## config.mk

```make
export PLATFORM = sky130hd
export DESIGN_NAME = touch_plate_pd_servo_controller_unit
export DESIGN_NICKNAME = d
export VERILOG_FILES = /design/src/design/tpsc_pkg.sv /design/src/design/tpsc_ucode_rom.sv /design/src/design/tpsc_datapath.sv /design/src/design/touch_plate_pd_servo_controller_unit.sv
export SDC_FILE = /design/constraint.sdc
export NUM_CORES = 2
export LEC_CHECK = 0
export ABC_AREA = 1
export BUFFER_PORTS_ARGS = -buffer_cell sky130_fd_sc_hd__buf_4
export CELL_PAD_IN_SITES_DETAIL_PLACEMENT = 1
export CELL_PAD_IN_SITES_GLOBAL_PLACEMENT = 2
export CORE_UTILIZATION = 40
export DETAILED_ROUTE_END_ITERATION = 10
export HOLD_SLACK_MARGIN = 0.05
export PLACE_DENSITY_LB_ADDON = 0.05
export SLEW_MARGIN = 20
export SYNTH_ARGS = -nofsm -noshare
export SYNTH_HDL_FRONTEND = slang
export SYNTH_SLANG_ARGS = --single-unit
```

## constraint.sdc

```tcl
create_clock -name clk -period 10.6 [get_ports clk]
set_input_delay 1.06 -clock clk [delete_from_list [all_inputs] [get_ports clk]]
set_output_delay 1.06 -clock clk [all_outputs]
set_load 0.005 [all_outputs]
```

## src/design/tpsc_pkg.sv

```systemverilog
// ---------------------------------------------------------------------------
// tpsc_pkg
// Shared types, constants and microcode encodings for the touch plate
// PD servo controller.
// ---------------------------------------------------------------------------
`default_nettype none

package tpsc_pkg;

  // Plate geometry and thresholds
  localparam int unsigned PLATE_WIDTH_MM  = 165;
  localparam int unsigned PLATE_HEIGHT_MM = 105;
  localparam int unsigned TOUCH_THRESHOLD = 125;
  localparam int unsigned PWM_TOP         = 37499;

  // Plate centre in mm with 8 fraction bits (integer mm only)
  localparam logic [15:0] CENTER_X = 16'((PLATE_WIDTH_MM / 2) * 256);
  localparam logic [15:0] CENTER_Y = 16'((PLATE_HEIGHT_MM / 2) * 256);

  // Register reset values
  localparam logic [15:0] RST_SETPOINT_X = 16'd21120;
  localparam logic [14:0] RST_SETPOINT_Y = 15'd13440;
  localparam logic [15:0] RST_PROP_GAIN  = 16'd256;
  localparam logic [15:0] RST_DERIV_GAIN = 16'd26;
  localparam logic [9:0]  RST_X_CPM      = 10'd75;
  localparam logic [9:0]  RST_Y_CPM      = 10'd50;
  localparam logic [15:0] RST_X_LEVEL    = 16'd3750;
  localparam logic [15:0] RST_Y_LEVEL    = 16'd3750;

  // Register indexes
  localparam logic [2:0] REG_SETPOINT_X = 3'd0;
  localparam logic [2:0] REG_SETPOINT_Y = 3'd1;
  localparam logic [2:0] REG_PROP_GAIN  = 3'd2;
  localparam logic [2:0] REG_DERIV_GAIN = 3'd3;
  localparam logic [2:0] REG_X_CPM      = 3'd4;
  localparam logic [2:0] REG_Y_CPM      = 3'd5;
  localparam logic [2:0] REG_X_LEVEL    = 3'd6;
  localparam logic [2:0] REG_Y_LEVEL    = 3'd7;

  // Datapath widths
  localparam int unsigned ERR_W  = 17;               // position error, signed
  localparam int unsigned ACC_W  = 35;               // PD term, signed
  localparam int unsigned PROD_W = ACC_W + 17;       // multiplier result, signed

  // Sequencer step
  localparam int unsigned STEP_W = 4;

  // Jump conditions
  localparam logic [1:0] JC_NONE     = 2'd0;   // go to target
  localparam logic [1:0] JC_WAIT_IN  = 2'd1;   // hold until tick transfer
  localparam logic [1:0] JC_WAIT_OUT = 2'd2;   // hold until result slot free

  // Multiplier A operand
  localparam logic [1:0] A_ERR  = 2'd0;
  localparam logic [1:0] A_DIFF = 2'd1;
  localparam logic [1:0] A_ACC  = 2'd2;

  // Multiplier B operand
  localparam logic [1:0] B_PGAIN = 2'd0;
  localparam logic [1:0] B_DGAIN = 2'd1;
  localparam logic [1:0] B_CPM   = 2'd2;

  // Accumulator operations
  localparam logic [2:0] ACC_NOP   = 3'd0;
  localparam logic [2:0] ACC_LOAD  = 3'd1;
  localparam logic [2:0] ACC_ADD   = 3'd2;
  localparam logic [2:0] ACC_NLOAD = 3'd3;
  localparam logic [2:0] ACC_SUB   = 3'd4;

  localparam logic AXIS_X = 1'b0;
  localparam logic AXIS_Y = 1'b1;

  // Payload types
  typedef struct packed {
    logic [11:0] pressure_code;
    logic [11:0] x_code;
    logic [11:0] y_code;
  } tick_t;

  typedef struct packed {
    logic [15:0] x_servo_compare;
    logic [15:0] y_servo_compare;
    logic        touched;
  } result_t;

  // Configuration register file
  typedef struct packed {
    logic [15:0] setpoint_x;
    logic [14:0] setpoint_y;
    logic [15:0] prop_gain;
    logic [15:0] deriv_gain;
    logic [9:0]  x_cpm;
    logic [9:0]  y_cpm;
    logic [15:0] x_level;
    logic [15:0] y_level;
  } cfg_t;

  // One microcode word
  typedef struct packed {
    logic [1:0]        jcond;
    logic [STEP_W-1:0] target;
    logic              mul_en;
    logic [1:0]        a_sel;
    logic [1:0]        b_sel;
    logic              axis;
    logic [2:0]        acc_op;
    logic              out_x;
    logic              out_y;
    logic              emit;
  } ucw_t;

endpackage

`default_nettype wire

```

## src/design/tpsc_ucode_rom.sv

```systemverilog
// ---------------------------------------------------------------------------
// tpsc_ucode_rom
// Control store: one microcode word per sequencer step.
// ---------------------------------------------------------------------------
`default_nettype none

module tpsc_ucode_rom
  import tpsc_pkg::*;
(
  input  wire logic [STEP_W-1:0] step,
  output ucw_t                   word
);

  function automatic ucw_t mk(input logic [1:0] jc, input logic [STEP_W-1:0] tgt,
                              input logic me, input logic [1:0] as, input logic [1:0] bs,
                              input logic ax, input logic [2:0] ao, input logic ox,
                              input logic oy, input logic em);
    ucw_t w;
    w.jcond  = jc;
    w.target = tgt;
    w.mul_en = me;
    w.a_sel  = as;
    w.b_sel  = bs;
    w.axis   = ax;
    w.acc_op = ao;
    w.out_x  = ox;
    w.out_y  = oy;
    w.emit   = em;
    return w;
  endfunction

  // x axis in steps 1..5, y axis (negated PD term) in steps 6..10
  always_comb begin
    unique case (step)
      4'd0:  word = mk(JC_WAIT_IN, 4'd1, 1'b0, A_ERR, B_PGAIN, AXIS_X, ACC_NOP,
                       1'b0, 1'b0, 1'b0);
      4'd1:  word = mk(JC_NONE, 4'd2, 1'b1, A_ERR, B_PGAIN, AXIS_X, ACC_NOP,
                       1'b0, 1'b0, 1'b0);
      4'd2:  word = mk(JC_NONE, 4'd3, 1'b1, A_DIFF, B_DGAIN, AXIS_X, ACC_LOAD,
                       1'b0, 1'b0, 1'b0);
      4'd3:  word = mk(JC_NONE, 4'd4, 1'b0, A_ERR, B_PGAIN, AXIS_X, ACC_ADD,
                       1'b0, 1'b0, 1'b0);
      4'd4:  word = mk(JC_NONE, 4'd5, 1'b1, A_ACC, B_CPM, AXIS_X, ACC_NOP,
                       1'b0, 1'b0, 1'b0);
      4'd5:  word = mk(JC_NONE, 4'd6, 1'b0, A_ERR, B_PGAIN, AXIS_X, ACC_NOP,
                       1'b1, 1'b0, 1'b0);
      4'd6:  word = mk(JC_NONE, 4'd7, 1'b1, A_ERR, B_PGAIN, AXIS_Y, ACC_NOP,
                       1'b0, 1'b0, 1'b0);
      4'd7:  word = mk(JC_NONE, 4'd8, 1'b1, A_DIFF, B_DGAIN, AXIS_Y, ACC_NLOAD,
                       1'b0, 1'b0, 1'b0);
      4'd8:  word = mk(JC_NONE, 4'd9, 1'b0, A_ERR, B_PGAIN, AXIS_Y, ACC_SUB,
                       1'b0, 1'b0, 1'b0);
      4'd9:  word = mk(JC_NONE, 4'd10, 1'b1, A_ACC, B_CPM, AXIS_Y, ACC_NOP,
                       1'b0, 1'b0, 1'b0);
      4'd10: word = mk(JC_NONE, 4'd11, 1'b0, A_ERR, B_PGAIN, AXIS_Y, ACC_NOP,
                       1'b0, 1'b1, 1'b0);
      4'd11: word = mk(JC_WAIT_OUT, 4'd0, 1'b0, A_ERR, B_PGAIN, AXIS_X, ACC_NOP,
                       1'b0, 1'b0, 1'b1);
      default: word = mk(JC_NONE, 4'd0, 1'b0, A_ERR, B_PGAIN, AXIS_X, ACC_NOP,
                         1'b0, 1'b0, 1'b0);
    endcase
  end

endmodule

`default_nettype wire

```

## src/design/tpsc_datapath.sv

```systemverilog
// ---------------------------------------------------------------------------
// tpsc_datapath
// Config registers, error registers, shared multiplier, accumulator and
// compare saturation, all steered by the microcode word.
// ---------------------------------------------------------------------------
`default_nettype none

module tpsc_datapath
  import tpsc_pkg::*;
(
  input  wire logic        clk,
  input  wire logic        rst,
  input  wire logic        cfg_write,
  input  wire logic [2:0]  cfg_index,
  input  wire logic [15:0] cfg_data,
  input  wire logic        tick_fire,
  input  wire tick_t       tick,
  input  wire logic        emit_fire,
  input  wire ucw_t        word,
  output result_t          res
);

  cfg_t cfg;

  logic signed [ERR_W-1:0]  ex, ey, px, py;
  logic signed [ACC_W-1:0]  acc;
  logic signed [PROD_W-1:0] prod;
  logic [15:0]              res_x, res_y;
  logic                     touched;

  // Configuration writes
  always_ff @(posedge clk) begin
    if (rst) begin
      cfg.setpoint_x <= RST_SETPOINT_X;
      cfg.setpoint_y <= RST_SETPOINT_Y;
      cfg.prop_gain  <= RST_PROP_GAIN;
      cfg.deriv_gain <= RST_DERIV_GAIN;
      cfg.x_cpm      <= RST_X_CPM;
      cfg.y_cpm      <= RST_Y_CPM;
      cfg.x_level    <= RST_X_LEVEL;
      cfg.y_level    <= RST_Y_LEVEL;
    end else if (cfg_write) begin
      unique case (cfg_index)
        REG_SETPOINT_X: cfg.setpoint_x <= cfg_data;
        REG_SETPOINT_Y: cfg.setpoint_y <= cfg_data[14:0];
        REG_PROP_GAIN:  cfg.prop_gain  <= cfg_data;
        REG_DERIV_GAIN: cfg.deriv_gain <= cfg_data;
        REG_X_CPM:      cfg.x_cpm      <= cfg_data[9:0];
        REG_Y_CPM:      cfg.y_cpm      <= cfg_data[9:0];
        REG_X_LEVEL:    cfg.x_level    <= cfg_data;
        REG_Y_LEVEL:    cfg.y_level    <= cfg_data;
        default:        ;
      endcase
    end
  end

  // Position scaling and error on tick transfer
  logic              is_touched;
  logic [19:0]       xs, ys;
  logic [15:0]       xpos, ypos;
  logic signed [ERR_W-1:0] ex_next, ey_next;

  always_comb begin
    is_touched = tick.pressure_code >= 12'(TOUCH_THRESHOLD);
    xs   = 20'(tick.x_code) * 20'(PLATE_WIDTH_MM);
    ys   = 20'(tick.y_code) * 20'(PLATE_HEIGHT_MM);
    xpos = is_touched ? xs[19:4] : CENTER_X;
    ypos = is_touched ? ys[19:4] : CENTER_Y;
    ex_next = $signed({1'b0, xpos}) - $signed({1'b0, cfg.setpoint_x});
    ey_next = $signed({1'b0, ypos}) - $signed({2'b0, cfg.setpoint_y});
  end

  always_ff @(posedge clk) begin
    if (tick_fire) begin
      ex      <= ex_next;
      ey      <= ey_next;
      touched <= is_touched;
    end
  end

  // Previous errors: updated when the result leaves
  always_ff @(posedge clk) begin
    if (rst) begin
      px <= '0;
      py <= '0;
    end else if (emit_fire) begin
      px <= ex;
      py <= ey;
    end
  end

  // Operand selection
  logic signed [ERR_W-1:0]  e_sel, p_sel;
  logic signed [ERR_W:0]    diff;
  logic signed [ACC_W-1:0]  op_a;
  logic [15:0]              op_b;

  always_comb begin
    e_sel = (word.axis == AXIS_Y) ? ey : ex;
    p_sel = (word.axis == AXIS_Y) ? py : px;
    diff  = {e_sel[ERR_W-1], e_sel} - {p_sel[ERR_W-1], p_sel};
    unique case (word.a_sel)
      A_ERR:   op_a = ACC_W'(e_sel);
      A_DIFF:  op_a = ACC_W'(diff);
      A_ACC:   op_a = acc;
      default: op_a = acc;
    endcase
    unique case (word.b_sel)
      B_PGAIN: op_b = cfg.prop_gain;
      B_DGAIN: op_b = cfg.deriv_gain;
      B_CPM:   op_b = (word.axis == AXIS_Y) ? 16'(cfg.y_cpm) : 16'(cfg.x_cpm);
      default: op_b = cfg.prop_gain;
    endcase
  end

  // Shared multiplier, registered
  always_ff @(posedge clk) begin
    if (word.mul_en) begin
      prod <= op_a * $signed({1'b0, op_b});
    end
  end

  // Accumulator takes the previous step's product
  always_ff @(posedge clk) begin
    unique case (word.acc_op)
      ACC_LOAD:  acc <= prod[ACC_W-1:0];
      ACC_ADD:   acc <= acc + prod[ACC_W-1:0];
      ACC_NLOAD: acc <= -prod[ACC_W-1:0];
      ACC_SUB:   acc <= acc - prod[ACC_W-1:0];
      default:   ;
    endcase
  end

  // Level plus floor(product / 65536), saturated to 0..PWM_TOP
  logic [15:0]       level;
  logic signed [36:0] sum;
  logic [15:0]       sat;

  always_comb begin
    level = (word.axis == AXIS_Y) ? cfg.y_level : cfg.x_level;
    sum   = $signed({21'b0, level}) + $signed({prod[PROD_W-1], prod[PROD_W-1:16]});
    if (sum < 0) begin
      sat = '0;
    end else if (sum > 37'(PWM_TOP)) begin
      sat = 16'(PWM_TOP);
    end else begin
      sat = sum[15:0];
    end
  end

  always_ff @(posedge clk) begin
    if (word.out_x) begin
      res_x <= sat;
    end
    if (word.out_y) begin
      res_y <= sat;
    end
  end

  assign res.x_servo_compare = res_x;
  assign res.y_servo_compare = res_y;
  assign res.touched         = touched;

endmodule

`default_nettype wire

```

## src/design/touch_plate_pd_servo_controller_unit.sv

```systemverilog
// ---------------------------------------------------------------------------
// touch_plate_pd_servo_controller_unit
// Two-axis PD servo controller for a touch plate: microcoded sequencer
// driving a single-multiplier datapath.
// ---------------------------------------------------------------------------
//
// channel   direction  handshake                    payload
// tick      in         tick_valid / tick_stall      tick_t (pressure, x, y codes)
// result    out        result_valid / result_stall  result_t (x, y compare, touched)
// config    in         cfg_write (no handshake)     cfg_index, cfg_data
//
// One tick runs a 12-step microprogram that takes both axes through the
// one shared multiplier (5 steps per axis plus wait and emit).
// A tick is taken only at step 0; a held result stalls the emit step.
// Reset is synchronous; it restores register defaults and clears the
// previous errors and the result valid flag.
// ---------------------------------------------------------------------------
`default_nettype none

module touch_plate_pd_servo_controller_unit
  import tpsc_pkg::*;
(
  input  wire logic        clk,
  input  wire logic        rst,
  input  wire logic        tick_valid,
  output logic             tick_stall,
  input  wire tick_t       tick,
  output logic             result_valid,
  input  wire logic        result_stall,
  output result_t          result,
  input  wire logic        cfg_write,
  input  wire logic [2:0]  cfg_index,
  input  wire logic [15:0] cfg_data
);

  logic [STEP_W-1:0] step, step_next;
  ucw_t              word;
  result_t           res;
  logic              tick_fire, slot_free, emit_fire;

  tpsc_ucode_rom u_rom (
    .step (step),
    .word (word)
  );

  tpsc_datapath u_dp (
    .clk       (clk),
    .rst       (rst),
    .cfg_write (cfg_write),
    .cfg_index (cfg_index),
    .cfg_data  (cfg_data),
    .tick_fire (tick_fire),
    .tick      (tick),
    .emit_fire (emit_fire),
    .word      (word),
    .res       (res)
  );

  // Handshake strobes
  assign tick_stall = (word.jcond != JC_WAIT_IN);
  assign tick_fire  = tick_valid && !tick_stall;
  assign slot_free  = !result_valid || !result_stall;
  assign emit_fire  = word.emit && slot_free;

  // Step counter with conditional jumps
  always_comb begin
    unique case (word.jcond)
      JC_WAIT_IN:  step_next = tick_fire ? word.target : step;
      JC_WAIT_OUT: step_next = slot_free ? word.target : step;
      default:     step_next = word.target;
    endcase
  end

  always_ff @(posedge clk) begin
    if (rst) begin
      step <= '0;
    end else begin
      step <= step_next;
    end
  end

  // Output register
  always_ff @(posedge clk) begin
    if (rst) begin
      result_valid <= 1'b0;
    end else if (emit_fire) begin
      result_valid <= 1'b1;
    end else if (!result_stall) begin
      result_valid <= 1'b0;
    end
  end

  always_ff @(posedge clk) begin
    if (emit_fire) begin
      result <= res;
    end
  end

endmodule

`default_nettype wire
```

# [After elaboration in Yosys (flattened, before gate mapping)]
# Memories as Yosys holds them, arrays and structs flattened. A register that Yosys moved wholly into a read port is not among the register bits.
# Index checks and enable logic that the tools add are counted.
[word_totals] n_memories=1 mem_bits_ro=288 output_inout_bits=35 ff_bits=341 wordCells=92
[mem_list] memory="(no name shown)" depth=16 width=18 rd=1 rd_clocked_by_memory_dff=1 wr=0 line="tpsc_ucode_rom.sv:34" rtl="unique case (step)"
[op_classes] muxes=18 reduce_logical=18 n_lt_le_gt_ge=3 n_mul=3 n_addsub=7 n_eq_ne=20
[ops] cell="one-hot mux 35 bit (4 select lines)" count=1
[ops] cell="one-hot mux 35 bit (2 select lines)" count=1
[ops] cell="2-to-1 mux 16 bit" count=4
[ops] cell="multiplier 35 x 17 -> 52 bit" count=1
[ops] cell="adder 17 x 36 -> 37 bit" count=1
[ops] cell="> comparator 37 x 16 -> 1 bit (second input constant)" count=1
[ops] cell="less-than comparator 37 x 1 -> 1 bit (second input constant)" count=1
[ops] cell="adder 35 bit" count=1
[ops] cell="negation 35 bit" count=1
[ops] cell="subtractor 35 bit" count=1
[ops] cell="2-to-1 mux 17 bit" count=2
[ops] cell="one-hot mux 16 bit (2 select lines)" count=1
[ops] cell="multiplier 12 x 8 -> 20 bit (second input constant)" count=1
[ops] cell="multiplier 12 x 7 -> 19 bit (second input constant)" count=1
[ops] cell="AND reduction 2 bit" count=9
[ops] cell="subtractor 17 x 17 -> 18 bit" count=1
[ops] cell="subtractor 16 x 15 -> 17 bit" count=1
[ops] cell="subtractor 16 x 16 -> 17 bit" count=1
[ops] cell="2-to-1 mux 4 bit" count=4
[ops] cell="equality test 3 bit (second input constant)" count=5
[ops] cell="2-to-1 mux 15 bit" count=1
[ops] cell="equality test 3 x 2 -> 1 bit (second input constant)" count=4
[ops] cell=">= comparator 12 x 7 -> 1 bit (second input constant)" count=1
[ops] cell="2-to-1 mux 10 bit" count=1
[ops] cell="13 further kinds" count=23

# [Logic depth before layout (Yosys ltp)]
[depth] ltp_word=7 ltp_mapped=46 mapped_depth_nobuf=43

# [Modules after synthesis]
# A second synthesis with hierarchy kept.
[unflattened] cells_unflattened=5640 area_unflattened_um2=43648.1
[modules_own_cells] mod="tpsc_datapath" seq_area_each_um2=7557.2 area_each_um2=42162.9 cells_per_inst=5526 n_inst=1
[modules_own_cells] mod="touch_plate_pd_servo_controller_unit" seq_area_each_um2=1091.0 area_each_um2=1237.4 cells_per_inst=71 n_inst=1
[modules_own_cells] mod="tpsc_ucode_rom" seq_area_each_um2=0.0 area_each_um2=247.7 cells_per_inst=43 n_inst=1

# [Least setup slack after synthesis]
# OpenSTA, ideal clock, no wires.
[synth_path] kind="register -> register" startpoint="register, netlist name u_rom.word[6]" endpoint="register u_dp.prod[51] (data pin)" arrival_ns=7.927 setup_slack_ns=2.407 stages_incl_launch_ff=37 required_time_ns=10.334 period_less_slack_ns=8.193 cell_sequence="dfxtp_1 -> buf_2 -> buf_2 -> buf_1 -> clkbuf_1 -> mux2i_1 -> ha_1 -> nand2_1 -> inv_1 -> nand3_1 -> inv_1 -> a21oi_1 -> nand3_1 -> or2_1 -> nand3_1 -> nand2_2 -> o21ai_2 -> buf_2 -> nor2_1 -> fa_1 -> inv_1 -> fa_1 -> fa_1 -> fa_1 -> fa_1 -> fa_1 -> inv_1 -> ha_1 -> nand2_1 -> nor2_1 -> inv_1 -> nor4_1 -> nand3_1 -> nand3_1 -> nand2_1 -> o2111ai_1 -> xor2_1"
[synth_between] elab_chain_cells=4 word_cells_on_any_way=7 classes_between="add/sub (1); mul (1); mux (5)"
[synth_rtl] item="2-to-1 mux 17 bit, on equally long branches" line="tpsc_datapath.sv:99, tpsc_datapath.sv:100"
[synth_rtl] item="subtractor 17 x 17 -> 18 bit" line="tpsc_datapath.sv:101" rtl="diff = {e_sel[ERR_W-1], e_sel} - {p_sel[ERR_W-1], p_sel};"
[synth_rtl] item="one-hot mux 35 bit (2 select lines)" line="tpsc_datapath.sv:102" rtl="unique case (word.a_sel)"
[synth_rtl] item="multiplier 35 x 17 -> 52 bit *" line="tpsc_datapath.sv:119" rtl="prod <= op_a * $signed({1'b0, op_b});"
[synth_rtl] item="end signal, assigned" line="tpsc_datapath.sv:119"
[synth_rtl] item="end, declared" line="tpsc_datapath.sv:27" rtl="logic signed [PROD_W-1:0] prod;"
# Mark *: on every way between the ends. The rest lies on a longest branch, timed or not.
# A chain may end at the register's enable or synchronous reset.

# [Worst setup path in the final report]
[layout_path] startpoint="register, netlist name u_rom.word[6]" endpoint="register u_dp.prod[42] (data pin)"
[layout_between] elab_chain_cells=4 word_cells_on_any_way=7 classes_between="add/sub (1); mul (1); mux (5)"
[layout_rtl] item="2-to-1 mux 17 bit, on equally long branches" line="tpsc_datapath.sv:99, tpsc_datapath.sv:100"
[layout_rtl] item="subtractor 17 x 17 -> 18 bit" line="tpsc_datapath.sv:101"
[layout_rtl] item="one-hot mux 35 bit (2 select lines)" line="tpsc_datapath.sv:102"
[layout_rtl] item="multiplier 35 x 17 -> 52 bit *" line="tpsc_datapath.sv:119"
# Marks and branches as above.

==> results.md <==
- Relative to the synthesized area, the layout overhead comes to 9.436%.
- Clock tree synthesis inserted a total of 42 buffers.
- The min-delay analysis places its worst path in the category flop to flop.
- Between clock sinks in the finished design, the worst skew comes to 0.04421 ns.
- The count of flip-flops with a built-in enable after synthesis is 187.
- Prior to clock tree synthesis, the placed netlist has a worst setup slack of 0.8512 ns.
- The final instance area is 48070 um^2.
- The H-tree level count is 2.
- The post-detailed-route wirelength per cell is 22.47 um.
- The first-pass GRT wire length is 245100 um.
- Based on the critical path, the design can be clocked at up to 100.1 MHz.
- The total overflow left after global routing is 0.
- The commonest non-fill, non-tap cell in the layout is sky130_fd_sc_hd__inv_1.
- The reg-to-reg endpoint is u_dp.prod[42].
- The y dimension of the die is 333.4 um.
- The total number of nets in the final design is 6617.
- In this run, distinct cell masters in the synthesized netlist total 63.
- For this run, the leading register cell type out of synthesis is sky130_fd_sc_hd__edfxtp_1.
- The top cell type by area accounts for 25.70% of the synthesized area.
- Using the TritonRoute via totals, the vias-per-cell ratio works out to 5.319.
- The post-cts sizing count is 0.
- The maximum fanout along the worst path is 20.
- TritonCTS built the clock tree.
- Setup repair after global routing left no endpoint under its margin.
- The endpoint of the worst hold-timing path is result[10].
- The root buffer cell is sky130_fd_sc_hd__clkbuf_16.
- Buffers inserted to repair hold after CTS numbered 0.
- The type of the worst setup path is flop to flop.
- The floorplan core area is 108900 um^2.
- STA classifies the critical path startpoint as a flop.
- The register-to-register path setup slack is 0.61 ns.
- The fraction of final layout cells sized beyond drive strength 1 is 7.130%.
- The floorplan has 121 rows.
- Adding up every negative setup slack in the final design gives 0 ns.
- In the global route stage, met1 resource usage came out at 41.35%.
- The delay of the slowest critical-path stage is 0.64 ns.
- The number of slew-limit violations in the final report was 0.
- Counting every net in the synthesized netlist gives 6543.
- The weighted congestion at the end of routability-driven global placement is 0.9615.
- Detailed placement ended at an HPWL of 132100 um.
- Entering global routing, the biggest net connects 103 pins.
- Of all flip-flops after synthesis, the portion carrying an async set or reset was 0%.
- The number of antenna diodes in the final layout is 0.
- The synthesis-stage register bit count is 355.
- The worst hold path was traced through 0 stages.
- The number of antenna violations at the first check in global routing is 0.
- For met3 alone, demand over resource in global routing was 2.686%.
- The insertion delay to the later sink of the worst-skew pair is 0.61 ns.
- Across the run, the number of max-cap violations was 0.
- The count of unresolved DRC violations after routing is 0.
- The flow ran to the end, and the final reports show no timing, DRC or antenna violations.
- For this run, global-route usage on met2 was measured as 47.85%.
- In this run the tool buffered the top-level ports with 94 buffer cells.
- The first detailed-routing pass took 5 iterations.
- From left edge to right edge, the die measures 333.4 um.
- In the finished design, the share of the clock period the worst path needs comes to 94.21%.
- Wires add up to 159700 um.
- The kind of end point of the critical path is a flop.
- In this run, the number of DRC markers left after iteration 0 of detailed routing was 2317.
- After clock tree synthesis, the clock-pin slew on the worst setup and hold paths is 0.07 ns.
- The most congested layer reported by global routing is met2.
- After layout, the worst setup slack is 0.6139 ns.
- The slowest stage of the critical path belongs to the cell sky130_fd_sc_hd__nor4_1.
- Summing the sequential cell areas from Yosys gives 20.44% of the chip area.
- The final number of setup-violating endpoints is 0.
- The number of vias in the routed layout is 37810.
- CTS saw 355 sinks.
- The worst path required time is 10.95 ns.
- The cell area reported after detailed placement is 46570 um^2.
- Sorting the synthesized cells by area gives the leading types as sky130_fd_sc_hd__fa_1, sky130_fd_sc_hd__edfxtp_1, sky130_fd_sc_hd__inv_1.
- The minimum clock period after layout is 9.986 ns.
- The effective utilization at floorplan is 40.36%.
- The number of warnings issued by yosys is 0.
- In this run the critical register-to-register path is launched from u_rom.word[6].
- The number of instances in the placed design is 7030.
- In this run the most critical hold path is launched from u_dp.res_y[9].
- In this run the remaining antenna-violating nets after routing total 0.
- The library cells used most frequently in the layout, excluding fill and tap cells, are sky130_fd_sc_hd__inv_1, sky130_fd_sc_hd__nand2_1, sky130_fd_sc_hd__nor2_1, sky130_fd_sc_hd__fa_1, sky130_fd_sc_hd__ha_1.
- Measured against its own limit, the worst slew margin works out to 28.69%.
- The actual transition at the worst max-transition pin is 1.063 ns.
- The count of pins on the block boundary is 95.
- Global routing consumed, over all layers together, 29.04% of the routing resources.
- After synthesis the cells add up to 43930 um^2.
- The arrival time reported for the critical path endpoint is 10.34 ns.
- The most used cell along the critical path is sky130_fd_sc_hd__inv_1.
- The final hold violation count is 0.
- The die outline area is 111100 um^2.
- The count of cells in the finished layout, fillers not included, comes to 7108.
- After synthesis, the mean cell area works out to 7.864 um^2.
- The largest total area in the synthesized netlist belongs to sky130_fd_sc_hd__fa_1.
- The number of setup buffers added after CTS is 0.
- The cell count of the worst reg-to-reg path is 37.
- Counting every instance in the synthesized netlist gives 5586.
- The via count of the first global-routing pass came to 39810.
- Counting along the longest clock path gives a buffer depth of 3.
state kept, by name (all words and copies together), names as in the netlist, 16 cells and up:
| register | flops |
|---|---|
| u_dp.px | 17 |
| u_dp.cfg | 115 |
| result | 33 |
| u_dp.ex | 17 |
| u_dp.res_y | 16 |
| u_dp.res_x | 16 |
| u_dp.ey | 17 |
| u_dp.py | 17 |
| u_dp.prod | 52 |
| u_dp.acc | 35 |
synth_stat cells, types with 16 or more instances:
| library cell | count |
|---|---|
| sky130_fd_sc_hd__fa_1 | 564 |
| sky130_fd_sc_hd__clkbuf_1 | 120 |
| sky130_fd_sc_hd__nor2_1 | 636 |
| sky130_fd_sc_hd__a31oi_1 | 43 |
| sky130_fd_sc_hd__xor2_1 | 79 |
| sky130_fd_sc_hd__o211ai_1 | 33 |
| sky130_fd_sc_hd__o21ai_0 | 299 |
| sky130_fd_sc_hd__nor3_1 | 39 |
| sky130_fd_sc_hd__edfxtp_1 | 187 |
| sky130_fd_sc_hd__or2_2 | 31 |
| sky130_fd_sc_hd__buf_2 | 19 |
| sky130_fd_sc_hd__o21ai_2 | 16 |
| sky130_fd_sc_hd__nand2_1 | 958 |
| sky130_fd_sc_hd__a21oi_1 | 294 |
| sky130_fd_sc_hd__inv_1 | 1154 |
| sky130_fd_sc_hd__nand3_1 | 253 |
| sky130_fd_sc_hd__clkinv_1 | 19 |
| sky130_fd_sc_hd__o221ai_1 | 19 |
| sky130_fd_sc_hd__xnor2_1 | 37 |
| sky130_fd_sc_hd__ha_1 | 333 |
| sky130_fd_sc_hd__inv_2 | 24 |
| sky130_fd_sc_hd__a21o_1 | 23 |
| sky130_fd_sc_hd__nand4_1 | 28 |
| sky130_fd_sc_hd__dfxtp_1 | 168 |
| sky130_fd_sc_hd__nand2_2 | 19 |
logic make-up (layout without fill, tap and decap cells):
group	count (synthesis)	count (layout)	share of synthesized area (%)
xor+xnor	116	116	2.313
fa+ha+maj	897	897	35.19
compound gates	814	814	10.52
mux	15	15	0.3418
flops	355	355	20.44
buf+inv	1344	1452	11.56
simple gates	2045	2045	19.64
routing by layer:
metal	share of wire [%]	up-vias
met1	47	19260
met3	4.3	155
met2	46	770
met4	2.1	0
li1	-	17620
met5	0	-
worst max-delay path, delay by kind of cell, from the launching register on:
kind	cells	cell delay [ns]
adders and majority gates	9	3.86
and+or+nand+nor	12	3.09
buffers and inverters	8	1.07
AOI/OAI and AO/OA	7	1.03
DFF	1	0.33
xor gates and xnor gates	1	0.33
per-stage QoR:
stage / utilization [%] / hold slack [ns]
after floorplan: - / 0.4003
after global placement: 42.78 / 0.4030
after detailed placement: 42.78 / 0.4056
after CTS: 44.16 / 0.4209
after global routing: 44.16 / 0.4294
final: 44.16 / 0.4197
cell type report:
class,instances,area [um^2]
clock buffer,50,1121
fill,13290,60780
clock inverter,28,380.4
sequential,355,8981
inverter,1197,4494
tap,1414,1769
timing repair buffer,177,1354
multi-input combinational,3887,29970
how the worst max path moves through the flow:
stage / from / end / slack (ns) / cells after the start
after floorplan: u_rom.word[6] / u_dp.prod[51] / 2.41 / 36
after global placement: u_rom.word[6] / u_dp.prod[35] / 1.07 / 37
after detailed placement: u_rom.word[6] / u_dp.prod[50] / 0.85 / 39
after CTS: u_rom.word[6] / u_dp.prod[50] / 0.80 / 39
after global routing: u_rom.word[6] / u_dp.prod[50] / 0.02 / 39
final: u_rom.word[6] / u_dp.prod[42] / 0.61 / 37
Power is left out: the tool's default activity adds up to more than one toggle a clock period on the data nets, which glitch-free logic cannot reach.
